## src/hdl/sgm_pkg.sv

```systemverilog
// Shared types, field widths and register codes of the smoothed gradient magnitude block.
// No dependencies; every other file of the block imports this package.
package sgm_pkg;

  localparam int PIX_W      = 16;
  localparam int MAG_W      = 17;
  localparam int GRAD_W     = 17;
  localparam int DIM_W      = 12;
  localparam int TAP_W      = 9;
  localparam int CFG_IDX_W  = 3;
  localparam int CFG_DATA_W = 12;
  localparam int ROOT_STEPS = 17;
  localparam int KERNEL_SIZE = 5;

  localparam logic [CFG_IDX_W-1:0] REG_IMAGE_WIDTH  = 3'd0;
  localparam logic [CFG_IDX_W-1:0] REG_IMAGE_HEIGHT = 3'd1;
  localparam logic [CFG_IDX_W-1:0] REG_TAP_OUTER    = 3'd2;
  localparam logic [CFG_IDX_W-1:0] REG_TAP_INNER    = 3'd3;
  localparam logic [CFG_IDX_W-1:0] REG_TAP_CENTER   = 3'd4;

  // Neighbours of the output pixel whose smoothed values are needed.
  localparam logic [1:0] PT_RIGHT = 2'd0;
  localparam logic [1:0] PT_LEFT  = 2'd1;
  localparam logic [1:0] PT_BELOW = 2'd2;
  localparam logic [1:0] PT_ABOVE = 2'd3;

  typedef struct packed {
    logic       accept;
    logic       rd;
    logic [1:0] point;
    logic [2:0] dy;
    logic [2:0] dx;
    logic       grad;
    logic       root_init;
    logic       root_step;
    logic       emit;
  } sgm_cmd_t;

  typedef struct packed {
    logic emit_ok;
    logic drain_ok;
    logic gx_en;
    logic gy_en;
    logic out_free;
  } sgm_status_t;

  // Kernel weight at tap position d of 0..4, the centre being position 2.
  function automatic logic [TAP_W-1:0] tap_pick(input logic [2:0] d,
                                                input logic [TAP_W-1:0] t_outer,
                                                input logic [TAP_W-1:0] t_inner,
                                                input logic [TAP_W-1:0] t_center);
    logic [TAP_W-1:0] t;
    case (d)
      3'd0, 3'd4: t = t_outer;
      3'd1, 3'd3: t = t_inner;
      default:    t = t_center;
    endcase
    return t;
  endfunction

endpackage

```

## src/hdl/sgm_ctrl.sv

```systemverilog
// Sequencer of the smoothed gradient magnitude block: steps one item through the
// line store reads, gradient and square root phases. Depends on sgm_pkg.
module sgm_ctrl import sgm_pkg::*; (
  input  logic        clk,
  input  logic        rst,
  input  logic        in_valid,
  input  logic        in_func,
  output logic        in_ready,
  input  sgm_status_t status,
  output sgm_cmd_t    cmd
);

  typedef enum logic [2:0] {
    IDLE, CHECK, READ, FLUSH, GRAD, ROOT_INIT, ROOT, EMIT
  } state_t;

  state_t     state;
  logic       is_drain;
  logic [1:0] point;
  logic [2:0] dy;
  logic [2:0] dx;
  logic [4:0] cnt;

  assign in_ready = (state == IDLE);

  always_comb begin
    cmd           = '0;
    cmd.accept    = in_valid && (state == IDLE);
    cmd.rd        = (state == READ);
    cmd.point     = point;
    cmd.dy        = dy;
    cmd.dx        = dx;
    cmd.grad      = (state == GRAD);
    cmd.root_init = (state == ROOT_INIT);
    cmd.root_step = (state == ROOT);
    cmd.emit      = (state == EMIT) && status.out_free;
  end

  always_ff @(posedge clk) begin
    if (rst) begin
      state    <= IDLE;
      is_drain <= 1'b0;
      point    <= PT_RIGHT;
      dy       <= '0;
      dx       <= '0;
      cnt      <= '0;
    end else begin
      unique case (state)
        IDLE: begin
          if (in_valid) begin
            is_drain <= in_func;
            state    <= CHECK;
          end
        end
        CHECK: begin
          dy <= '0;
          dx <= '0;
          if (is_drain ? status.drain_ok : status.emit_ok) begin
            if (status.gx_en) begin
              point <= PT_RIGHT;
              state <= READ;
            end else if (status.gy_en) begin
              point <= PT_BELOW;
              state <= READ;
            end else begin
              cnt   <= 5'd2;
              state <= FLUSH;
            end
          end else begin
            state <= IDLE;
          end
        end
        READ: begin
          if (dx == 3'd4) begin
            dx <= '0;
            if (dy == 3'd4) begin
              dy <= '0;
              if (point == PT_RIGHT) begin
                point <= PT_LEFT;
              end else if (point == PT_BELOW) begin
                point <= PT_ABOVE;
              end else if (point == PT_LEFT && status.gy_en) begin
                point <= PT_BELOW;
              end else begin
                cnt   <= 5'd2;
                state <= FLUSH;
              end
            end else begin
              dy <= dy + 3'd1;
            end
          end else begin
            dx <= dx + 3'd1;
          end
        end
        FLUSH: begin
          if (cnt == '0) begin
            state <= GRAD;
          end else begin
            cnt <= cnt - 5'd1;
          end
        end
        GRAD: begin
          state <= ROOT_INIT;
        end
        ROOT_INIT: begin
          cnt   <= 5'(ROOT_STEPS - 1);
          state <= ROOT;
        end
        ROOT: begin
          if (cnt == '0) begin
            state <= EMIT;
          end else begin
            cnt <= cnt - 5'd1;
          end
        end
        EMIT: begin
          if (status.out_free) begin
            state <= IDLE;
          end
        end
        default: state <= IDLE;
      endcase
    end
  end

endmodule

```

## config.mk

```make
export PLATFORM = sky130hd
export DESIGN_NAME = sgm_ctrl
export DESIGN_NICKNAME = d
export VERILOG_FILES = /design/src/hdl/sgm_pkg.sv /design/src/hdl/sgm_ctrl.sv
export SDC_FILE = /design/constraint.sdc
export NUM_CORES = 1
export LEC_CHECK = 0
export BUFFER_PORTS_ARGS = -buffer_cell sky130_fd_sc_hd__buf_4
export CORE_ASPECT_RATIO = 1.1
export CORE_MARGIN = 2
export CORE_UTILIZATION = 47
export DETAILED_ROUTE_END_ITERATION = 10
export GPL_ROUTABILITY_DRIVEN = 0
export PLACE_DENSITY = 0.74
export SLEW_MARGIN = 20
export SYNTH_ARGS = -nofsm -noshare
export SYNTH_HDL_FRONTEND = slang
export SYNTH_SLANG_ARGS = --single-unit
```

## constraint.sdc

```tcl
create_clock -name clk -period 1.6 [get_ports clk]
set_input_delay 0.24 -clock clk [delete_from_list [all_inputs] [get_ports clk]]
set_output_delay 0.24 -clock clk [all_outputs]
set_load 0.05 [all_outputs]
```

## Word level (Yosys, flattened, before mapping)

Index checks and enable logic that the tools add are counted.

| operators by class | value |
|---|---|
| add/sub/neg operators | 3 |
| equal/unequal tests | 26 |
| muxes and demuxes | 38 |
| reductions and logical operators | 14 |

Operator list:

| cell | count |
|---|---|
| 5-bit 2-to-1 mux | 9 |
| 3-bit 2-to-1 mux | 13 |
| 3-bit case mux with 8 select lines | 1 |
| 2-bit != test, second input constant | 10 |
| 5-bit case mux with 4 select lines | 1 |
| 3-bit equality test, second input constant | 6 |
| 2-bit 2-to-1 mux | 8 |
| 3-bit case mux with 2 select lines | 2 |
| 10-bit AND reduction | 1 |
| 9-bit AND reduction | 1 |
| 3-bit by 1-bit adder with 3-bit output, second input constant | 2 |
| 3-bit by 2-bit equality test with 1-bit output, second input constant | 2 |
| 2-bit by 1-bit != test with 1-bit output, second input constant | 3 |
| 6-bit AND reduction | 1 |
| 5-bit logical NOT | 1 |
| 5-bit by 1-bit subtractor with 5-bit output, second input constant | 1 |
| 4-bit by 1-bit != test with 1-bit output, second input constant | 1 |
| 2-bit case mux with 2 select lines | 1 |
| 2-bit AND reduction | 2 |
| 4-bit nonzero test | 1 |
| 3-bit by 1-bit equality test with 1-bit output, second input constant | 1 |
| 1-bit logical AND | 3 |
| 3-bit logical NOT | 1 |
| 1-bit 2-to-1 mux | 3 |
| 6 further kinds | 6 |

| storage, ports and cells | value |
|---|---|
| bits in registers | 17 |
| input port bits | 9 |

## Longest topological paths before layout

Gate-level depths: netlist of the first run.

| depth | value |
|---|---|
| depth in word-level cells | 8 |
| gate-level depth with buffers | 7 |
| mapped depth without buffers | 7 |

## Worst setup path before layout of the first run

No wires, ideal clock.

| path | value |
|---|---|
| path kind | flip-flop to flip-flop |
| start point | register state[0] |
| end point | register is_drain |
| setup time | 0.128 ns |
| arrival time | 2.507 ns |
| required time | 1.472 ns |
| slack | -1.034 ns |
| stages on the path, launching flop included | 6 |
| path buffers | 1 |
| clock period less this slack | 2.634 ns |
| cells stage by stage | dfxtp_1 > clkbuf_1 > nor3_1 > and2_1 > mux2i_1 > nor2_1 |

| between the ends | value |
|---|---|
| word-level cells in the longest chain between the ends | 2 |

RTL lines:

| element | RTL line | RTL |
|---|---|---|
| start: declaration | sgm_ctrl.sv:17 | `state_t state;` |
| start signal: assignment | sgm_ctrl.sv:41 | `state <= IDLE;` |
| start signal: assignment | sgm_ctrl.sv:52 | `state <= CHECK;` |
| start signal: assignment | sgm_ctrl.sv:61 | `state <= READ;` |
| 3-bit logical NOT | n/a |  |
| via in_ready | sgm_ctrl.sv:8 | `output logic in_ready,` |
| 2-bit AND reduction (no source line) | n/a |  |
| end signal: assignment | sgm_ctrl.sv:51 | `is_drain <= in_func;` |
| end: declaration | sgm_ctrl.sv:18 | `logic is_drain;` |

The timed path passes the listed nets, and every way through them passes these cells.
A chain may end at the register's enable or synchronous reset.

## Worst setup path after layout of the first run

| path | value |
|---|---|
| start point | register dx[0] |
| end point | register cnt[2] |

| between the ends | value |
|---|---|
| word-level cells in the longest chain between the ends | 3 |

RTL lines:

| element | RTL line | RTL |
|---|---|---|
| start: declaration | sgm_ctrl.sv:21 | `logic [2:0] dx;` |
| start signal: assignment | sgm_ctrl.sv:92 | `dx <= dx + 3'd1;` |
| 3-bit equality test | sgm_ctrl.sv:74 | `if (dx == 3'd4) begin` |
| 2-bit by 1-bit != test with 1-bit output (no source line) | n/a |  |
| 10-bit AND reduction (no source line) | n/a |  |
| end signal: assignment | sgm_ctrl.sv:99 | `cnt <= cnt - 5'd1;` |
| end signal: assignment | sgm_ctrl.sv:106 | `cnt <= 5'(ROOT_STEPS - 1);` |
| end signal: assignment | sgm_ctrl.sv:113 | `cnt <= cnt - 5'd1;` |
| end: declaration | sgm_ctrl.sv:22 | `logic [4:0] cnt;` |

Every way passes these cells.

==> metrics.csv, run 1 <==
metric;value;unit
ANT cells;0;
Hold Path Depth;3;
Final Setup Violations;0;
fin crit share;0.996;
Setup TNS;0;ns
Core ar.;2060;sq um
Setup Crit Path Kind;flop to flop;
fin crit period;1.59;ns
Post-DRT Antenna Nets;0;
Row Count;17;
unrepaired setup endpoints after global routing;true;
DPL Wire Length;2.24;mm
Seq/Total Area, Yosys;0.325;
vias in the first global route;1111;
Syn Nets;144;
layout cells sized above 1;0.538;
Power Internal;748;uW
Layout Skew;0.00109;ns
Syn. warnings;0;
crit path DAT;1.80;ns
switching portion of total power;0.365;
share of the synthesized area in the top cell type;0.325;
f_max;0.627;GHz
total track usage;0.247;
Crit Path Max Fanout;5;
status;finished clean;
switching pwr;430;uW
CP startpoint kind;flop;
synth unique cells;40;
R2R Path End;cnt[2];
Crit path largest cell delay;0.37;ns
worst path required time;1.81;ns
I/O pins;24;
Leak;0.000723;uW
Die Wd;49.0;microns
Bufs and invs on worst path;1;
drt pass-1 iters;4;
most common cell in the synthesized netlist;nor2_1;
CP delay by family, top;compound AO/OA/AOI/OAI gates;
wire per inst;16.3;microns
initial core utilization;0.508;
H-tree depth;1;
Post-synth top flop;dfxtp_1;
register-to-register setup slack;0.006;ns
worst slew pin tran;0.366;ns
Syn Inst Count;130;
nets;197;
Setup crit end kind;flop;
antenna violations before repair;0;
total die area;2630;sq um
vias post-DR;1179;
Num CTS Buffers;3;
fillers;135;
crit-path cells;inv_4, ha_4, and4_4, nand3_4, a22oi_2, o21ai_4, a32o_1;
hold-fix buffer count after cts;0;
register share of total power;0.386;
Worst Hold Class;primary input to flop;
remaining routing DRC violations;0;
global route overflow;0;
Synth top cells by count;nor2_1 (20), dfxtp_1 (17), nand2_1 (10);
area grow syn2layout;60.7;%
power share of the combinational group;0.404;
R2R cell count;7;
Avg Cell Area, Syn;8.07;sq um
Power Total;1180;uW
Slew headroom;0.754;
power share of the clock group;0.210;
vias per std cell;5.61;
Post-synth EDFFs;0;
TritonCTS clock tree;built;
Async SR Flop Fraction;0;
pin count of the biggest net entering global routing;16;
Hold Path End;is_drain;
DR iter-0 viols;48;
CP max stage cell;dfxtp_4;
Worst IR Drop VDD;0.684;mV
hold path startpoint;in_func;
clk_lat worst skew;0.30;ns
clock sinks;17;
Pins Over Slew Limit;0;
Reg clk slew, reported paths;0.11;ns
max-cap violations;0;
Die H;53.5;microns
worst setup path start;dx[0];
Longest Clk Path Bufs;2;
Root Buffer Master;clkbuf_4;
post-synth top area cell;dfxtp_1;
r2r startpoint;dx[0];
area of the mapped netlist;1050;sq um
Seq cells post-synth;17;
first-pass GRT wire length;4.83;mm
PD cells;699;nW/um^2
top post-synthesis cells by area;dfxtp_1 (32%), nor2_1 (7.2%), mux2i_1 (6.7%);
Fin. Hold Viols;0;
final wirelength;3.43;mm
Port Buffers;23;
[power groups by stage]
stage	Clock, uW	Combinational, uW	Sequential, uW
floorplan	0	230	473
global placement	0	372	459
detailed placement	0	385	460
CTS	242	416	453
global route	268	502	458
finish	247	476	455
[registers in the layout (all words and copies together) (netlist names)]
name / flops
point: 2
dy: 3
dx: 3
cnt: 5
is_drain: 1
state: 3
[routing by layer]
| metal | wire (microns) | vias to the layer above | share of wire | global-route usage |
|---|---|---|---|---|
| met5 | 0 | - | 0 | 0 |
| met4 | 42 | 0 | 0.012 | 0.105 |
| met3 | 99 | 7 | 0.029 | 0.0333 |
| met2 | 1970 | 34 | 0.57 | 0.505 |
| met1 | 1320 | 563 | 0.38 | 0.256 |
| li1 | - | 575 | - | - |
[per-stage QoR]
stage          setup slack [ns]  hold slack, ns  area [sq um]  utilization  cells
2_1_floorplan            -0.111           0.301          1120            -    130
3_3_place_gp             0.0369           0.473          1450        0.702    196
3_5_place_dp            -0.0439           0.487          1450        0.702    196
4_1_cts                 0.00463           0.176          1530        0.742    201
5_1_grt                 -0.0437           0.195          1690        0.817    210
6_report                0.00579           0.168          1690        0.817    210
[layout make-up]
type,instances,area [sq um],share of cell area
Timing Repair Buffer,52,409,0.243
Clock buffer,3,22.5,0.0134
Tap cell,28,35.0,0.0208
Multi-Input combinational cell,100,805,0.477
Clock inverter,1,5.00,0.00297
Inverter,9,43.8,0.0260
Sequential cell,17,365,0.217
[layout by cell type, fill, tap and decap left out, types with 2 or more instances in the layout]
cell type and count:
nor3_1 5, inv_1 2, mux2i_1 7, buf_6 3, ha_4 3, clkbuf_4 3, dfxtp_4 5, a21oi_2 2
o21ai_2 2, nor2_4 2, inv_2 5, dfxtp_1 7, buf_4 48, nand2b_4 2, ha_1 2, a32o_1 3
o21ai_0 4, a2111oi_2 2, xor2_1 2, a21oi_1 6, nor2_1 18, nand2b_1 3, nand3b_1 2, nand2_1 10
dfxtp_2 5
[worst max path at each step]
stage,to,cells after the start
after CTS,cnt[2],7
after floorplan,is_drain,5
after global placement,point[1],7
after detailed placement,cnt[4],7
after global routing,cnt[2],7
final,cnt[2],7
[cell families (layout without fill, tap and decap cells)]
kind of cell	count (synthesis)	after routing	share of synthesized area
compound gates	32	32	0.217
xor+xnor	2	2	0.0167
fa+ha+maj	5	5	0.0597
buf+inv	13	65	0.0525
flops	17	17	0.325
mux	7	7	0.0668
simple gates	54	54	0.263
[worst register-to-register path: cells and delay by family (launching register included)]
kind,cells,cell delay [ns]
AO/OA/AOI/OAI,3,0.59
adder cells (fa/ha/maj),1,0.15
buffers and inverters,1,0.05
flip-flops,1,0.37
AND/OR/NAND/NOR,2,0.34
[what timing repair did]
action | 4_1_cts | 5_1_grt
endpoints found under the hold margin | 0 | 0
pin swaps | 4 | 13
setup endpoints to repair | 11 | 13
gates cloned | 0 | 0
setup buffers | 1 | 9
resized for setup | 13 | 21
Power figures use the tool's default switching activity.
==> inputs of run 2 (changes only) <==
Settings changed: RECOVER_POWER from default to 100.
==> run 2 against run 1 <==
  * Via count grew 1.8%
  * Critical path depth is the same
  * Register-to-register slack is essentially flat
  * Total power shrank 0.33%
  * Fmax grew 0.16%
  * Combinational power is essentially flat
  * Clock-buffer cell count is the same
  * First-iteration DRC count grew 10%
  * Largest cell class unchanged
==> metrics.csv, run 2 (same netlist as run 1, synthesis figures left out) <==
metric;value;unit
status;finished clean;
Reg clk slew, reported paths;0.11;ns
clk_lat worst skew;0.30;ns
Core ar.;2060;sq um
CP max stage cell;dfxtp_4;
Pins Over Slew Limit;0;
final wirelength;3.42;mm
Crit Path Max Fanout;5;
drt pass-1 iters;6;
Port Buffers;23;
worst path required time;1.81;ns
fin util;0.806;
most frequent cells in the layout;buf_4 (42), nor2_1 (18), nand2_1 (10);
wire per inst;16.3;microns
Finished Cell Area;1660;sq um
antenna violations before repair;0;
Die H;53.5;microns
Worst IR Drop VDD;0.682;mV
Worst Hold Class;primary input to flop;
CP startpoint kind;flop;
nets;197;
I/O pins;24;
Setup crit end kind;flop;
PD cells;706;nW/um^2
max reg flops;5;
total track usage;0.247;
Num CTS Buffers;3;
f_max;0.628;GHz
DP Area;1450;sq um
TritonCTS clock tree;built;
Crit path largest cell delay;0.37;ns
remaining routing DRC violations;0;
fillers;141;
global route overflow;0;
Largest Register;cnt;
crit-path cells;inv_4, ha_4, and4_4, nand3_4, a22oi_2, o21ai_4, a32o_1;
DP Worst Slack;-0.0439;ns
H-tree depth;1;
crit path DAT;1.80;ns
first-pass GRT wire length;4.83;mm
initial core utilization;0.508;
Leak;0.000698;uW
DPL Wire Length;2.24;mm
max-cap violations;0;
layout cells sized above 1;0.505;
worst slew pin tran;0.602;ns
pin count of the biggest net entering global routing;16;
Longest Clk Path Bufs;2;
ANT cells;0;
Setup Crit Path Kind;flop to flop;
Die Wd;49.0;microns
Power Total;1170;uW
Root Buffer Master;clkbuf_4;
clock sinks;17;
vias post-DR;1200;
fin crit share;0.995;
Row Count;17;
Final Setup Violations;0;
Fin. Hold Viols;0;
Final WS setup;0.00837;ns
total die area;2630;sq um
Post-DRT Antenna Nets;0;
fin crit period;1.59;ns
commonest non-fill, non-tap cell in the layout;buf_4;
Setup TNS;0;ns
area grow syn2layout;58.6;%
vias per std cell;5.71;
hold-fix buffer count after cts;0;
Layout Skew;0.000788;ns
vias in the first global route;1111;
Slew headroom;0.600;
DR iter-0 viols;53;
unrepaired setup endpoints after global routing;true;
## run 2: cell count changes in the layout (fill, tap and decap cells not counted)
| cell | previous run | this run |
|---|---|---|
| buf_4 | 48 | 42 |
| clkbuf_1 | 0 | 6 |
## run 2: area by class of cell
cell class	count	area, sq um	area share
clock buffers	3	22.5	0.0135
clock inverters	1	5.00	0.00301
inverters	9	43.8	0.0263
multi-input cells	100	805	0.484
flip-flops and latches	17	365	0.220
well taps	28	35.0	0.0211
repair buffers	52	387	0.233
## run 2: metrics by stage
stage	instances	hold WS, ns
final	210	0.167
after global routing	210	0.195
after CTS	201	0.176
after detailed placement	196	0.487
after global placement	196	0.473
after floorplan	130	0.301
## run 2: critical path: cells and delay by family, from the launching register on
kind	cells	cell delay, ns
adder cells (fa/ha/maj)	1	0.15
AND/OR/NAND/NOR	2	0.33
AO/OA/AOI/OAI	3	0.58
flip-flops	1	0.37
buffers and inverters	1	0.05
## run 2: power breakdown
part | switching [uW] | internal, uW | total (uW)
combinational | 259 | 214 | 473
clock | 154 | 93.3 | 247
sequential | 17.6 | 437 | 455
total | 430 | 744 | 1170
## run 2: worst paths after layout
check,start,endpoint,slack [ns],cells past startpoint
max,dx[0],cnt[2],0.008,7
min,in_func,is_drain,0.17,3
max reg2reg,dx[0],cnt[2],0.008,7
min reg2reg,point[1],point[1],0.52,1
## run 2: per-layer routing
layer / track usage / routed length (microns) / part of all wire
met5: 0 / 0 / 0
met4: 0.105 / 97 / 0.028
met3: 0.0333 / 86 / 0.025
met2: 0.505 / 1930 / 0.57
met1: 0.256 / 1300 / 0.38
## run 2: repair_timing
item,CTS,global route
hold endpoints to repair,0,0
setup buffers,1,9
setup endpoints to repair,11,13
pin swaps,4,13
gates resized for setup,13,21
==> inputs of run 3 (changes only) <==
Settings changed: PLACE_DENSITY 0.74 to default, PLACE_DENSITY_LB_ADDON from default to 0.05.
==> run 3 against run 2 <==
  * First-iteration DRC count fell by 45%
  * Non-clock buffer count fell by 5
  * Critical path depth fell by 3
  * Hold slack improved by 0.0036 ns
  * Sequential share of layout area rose by 0.20 points
  * Global-route usage fell by 1.8 points
  * Wire length fell by 16%
  * Sequential power barely moved
  * Cell count fell by 2.4%
  * Critical path type is now flop to output pin
  * Critical endpoint is now cmd[13]
==> metrics.csv, run 3 (same netlist as run 1, synthesis figures left out) <==
metric;value;unit
Worst IR Drop VDD;0.502;mV
fillers;137;
first-pass GRT wire length;4.62;mm
total track usage;0.229;
worst path required time;1.36;ns
Setup Crit Path Kind;flop to output pin;
DPL Wire Length;1.98;mm
worst slew pin tran;0.598;ns
Layout Skew;0.000847;ns
global route overflow;0;
vias per std cell;5.66;
DR iter-0 viols;29;
Num CTS Buffers;3;
Fin Hold WS;0.171;ns
Setup crit end kind;output pin;
met1 usage;0.255;
crit path DAT;1.33;ns
Final Setup Violations;0;
area grow syn2layout;56.1;%
f_max;0.639;GHz
Port Buffers;23;
fin crit share;0.978;
antenna violations before repair;0;
max reg flops;5;
Fin. Hold Viols;0;
CP startpoint kind;flop;
fin crit period;1.57;ns
unrepaired setup endpoints after global routing;true;
drt pass-1 iters;5;
commonest non-fill, non-tap cell in the layout;buf_4;
GR Util met2;0.436;
most frequent cells in the layout;buf_4 (38), nor2_1 (18), nand2_1 (9);
Root Buffer Master;clkbuf_4;
Die Wd;49.0;microns
layout cells sized above 1;0.508;
GR Util met3;0.0306;
Reg clk slew, reported paths;0.11;ns
total die area;2630;sq um
max-cap violations;0;
Crit Path Max Fanout;11;
nets;192;
Leak;0.000685;uW
Largest Register;cnt;
pin count of the biggest net entering global routing;16;
Pins Over Slew Limit;0;
Longest Clk Path Bufs;2;
Row Count;17;
Slew headroom;0.603;
I/O pins;24;
vias in the first global route;1073;
Post-DRT Antenna Nets;0;
vias post-DR;1160;
clk_lat worst skew;0.30;ns
wire per inst;14.0;microns
status;finished clean;
PD cells;692;nW/um^2
ANT cells;0;
GR peak layer;met2;
final wirelength;2.88;mm
Core ar.;2060;sq um
hold-fix buffer count after cts;0;
remaining routing DRC violations;0;
fin util;0.793;
Worst Hold Class;primary input to flop;
H-tree depth;1;
TritonCTS clock tree;built;
initial core utilization;0.508;
clock sinks;17;
Die H;53.5;microns
[run 3: cell types whose count changed in the layout (fill, tap and decap cells not counted)]
cell      delta
clkbuf_2     +1
nor2_4       -1
buf_4        -4
clkbuf_1     -2
inv_4        +3
nand2_1      -1
dfxtp_2      +1
buf_6        -1
dfxtp_4      -1
buf_8        +1
nand2_2      +1
nor2_2       +1
inv_2        -3
[run 3: layer usage]
layer / up-vias / routed length (microns)
met5: - / 0
met4: 0 / 33
met3: 4 / 133
met2: 39 / 1500
met1: 551 / 1210
li1: 566 / -
[run 3: path summary, 6_finish.rpt]
| path | startpoint | depth (start not counted) | end | slack, ns |
|---|---|---|---|---|
| max | state[0] | 4 | cmd[13] | 0.03 |
| max reg2reg | state[0] | 7 | dy[2] | 0.04 |
| min | in_func | 3 | is_drain | 0.17 |
| min reg2reg | cnt[4] | 2 | cnt[4] | 0.53 |
[run 3: cell type report]
type                            count  area (sq um)  area share
Tap cell                           28          35.0      0.0214
Clock buffer                        3          22.5      0.0138
Clock inverter                      1          5.00     0.00306
Inverter                            9          51.3      0.0313
Timing Repair Buffer               47           358       0.219
Multi-Input combinational cell    100           802       0.490
Sequential cell                    17           363       0.222
[run 3: repair_timing]
action,CTS,global route
pin swaps,3,16
endpoints found under the setup margin,8,14
buffers inserted,0,5
resized for setup,8,29
[run 3: power breakdown]
group          leakage [uW]  switching (uW)  internal [uW]
sequential         0.000144            15.5            437
clock             0.0000177             149           93.2
combinational      0.000523             244            194
total              0.000685             408            725
[run 3: metrics by stage]
step                      total power [uW]  instances  setup WS [ns]  cell area, sq um  TNS [ns]
after floorplan                        703        130         -0.111              1120    -0.163
after global placement                 828        196       -0.00237              1450  -0.00237
after detailed placement               835        196        -0.0451              1450    -0.116
after CTS                             1090        200        0.00365              1510         0
after global routing                  1190        205        -0.0193              1640   -0.0578
final                                 1130        205         0.0345              1640         0
[run 3: worst max-delay path: stages, from the launching register on]
cell	delay, ns
dfxtp_2	0.35
buf_8	0.14
nor3_4	0.21
and2_4	0.19
buf_8	0.14
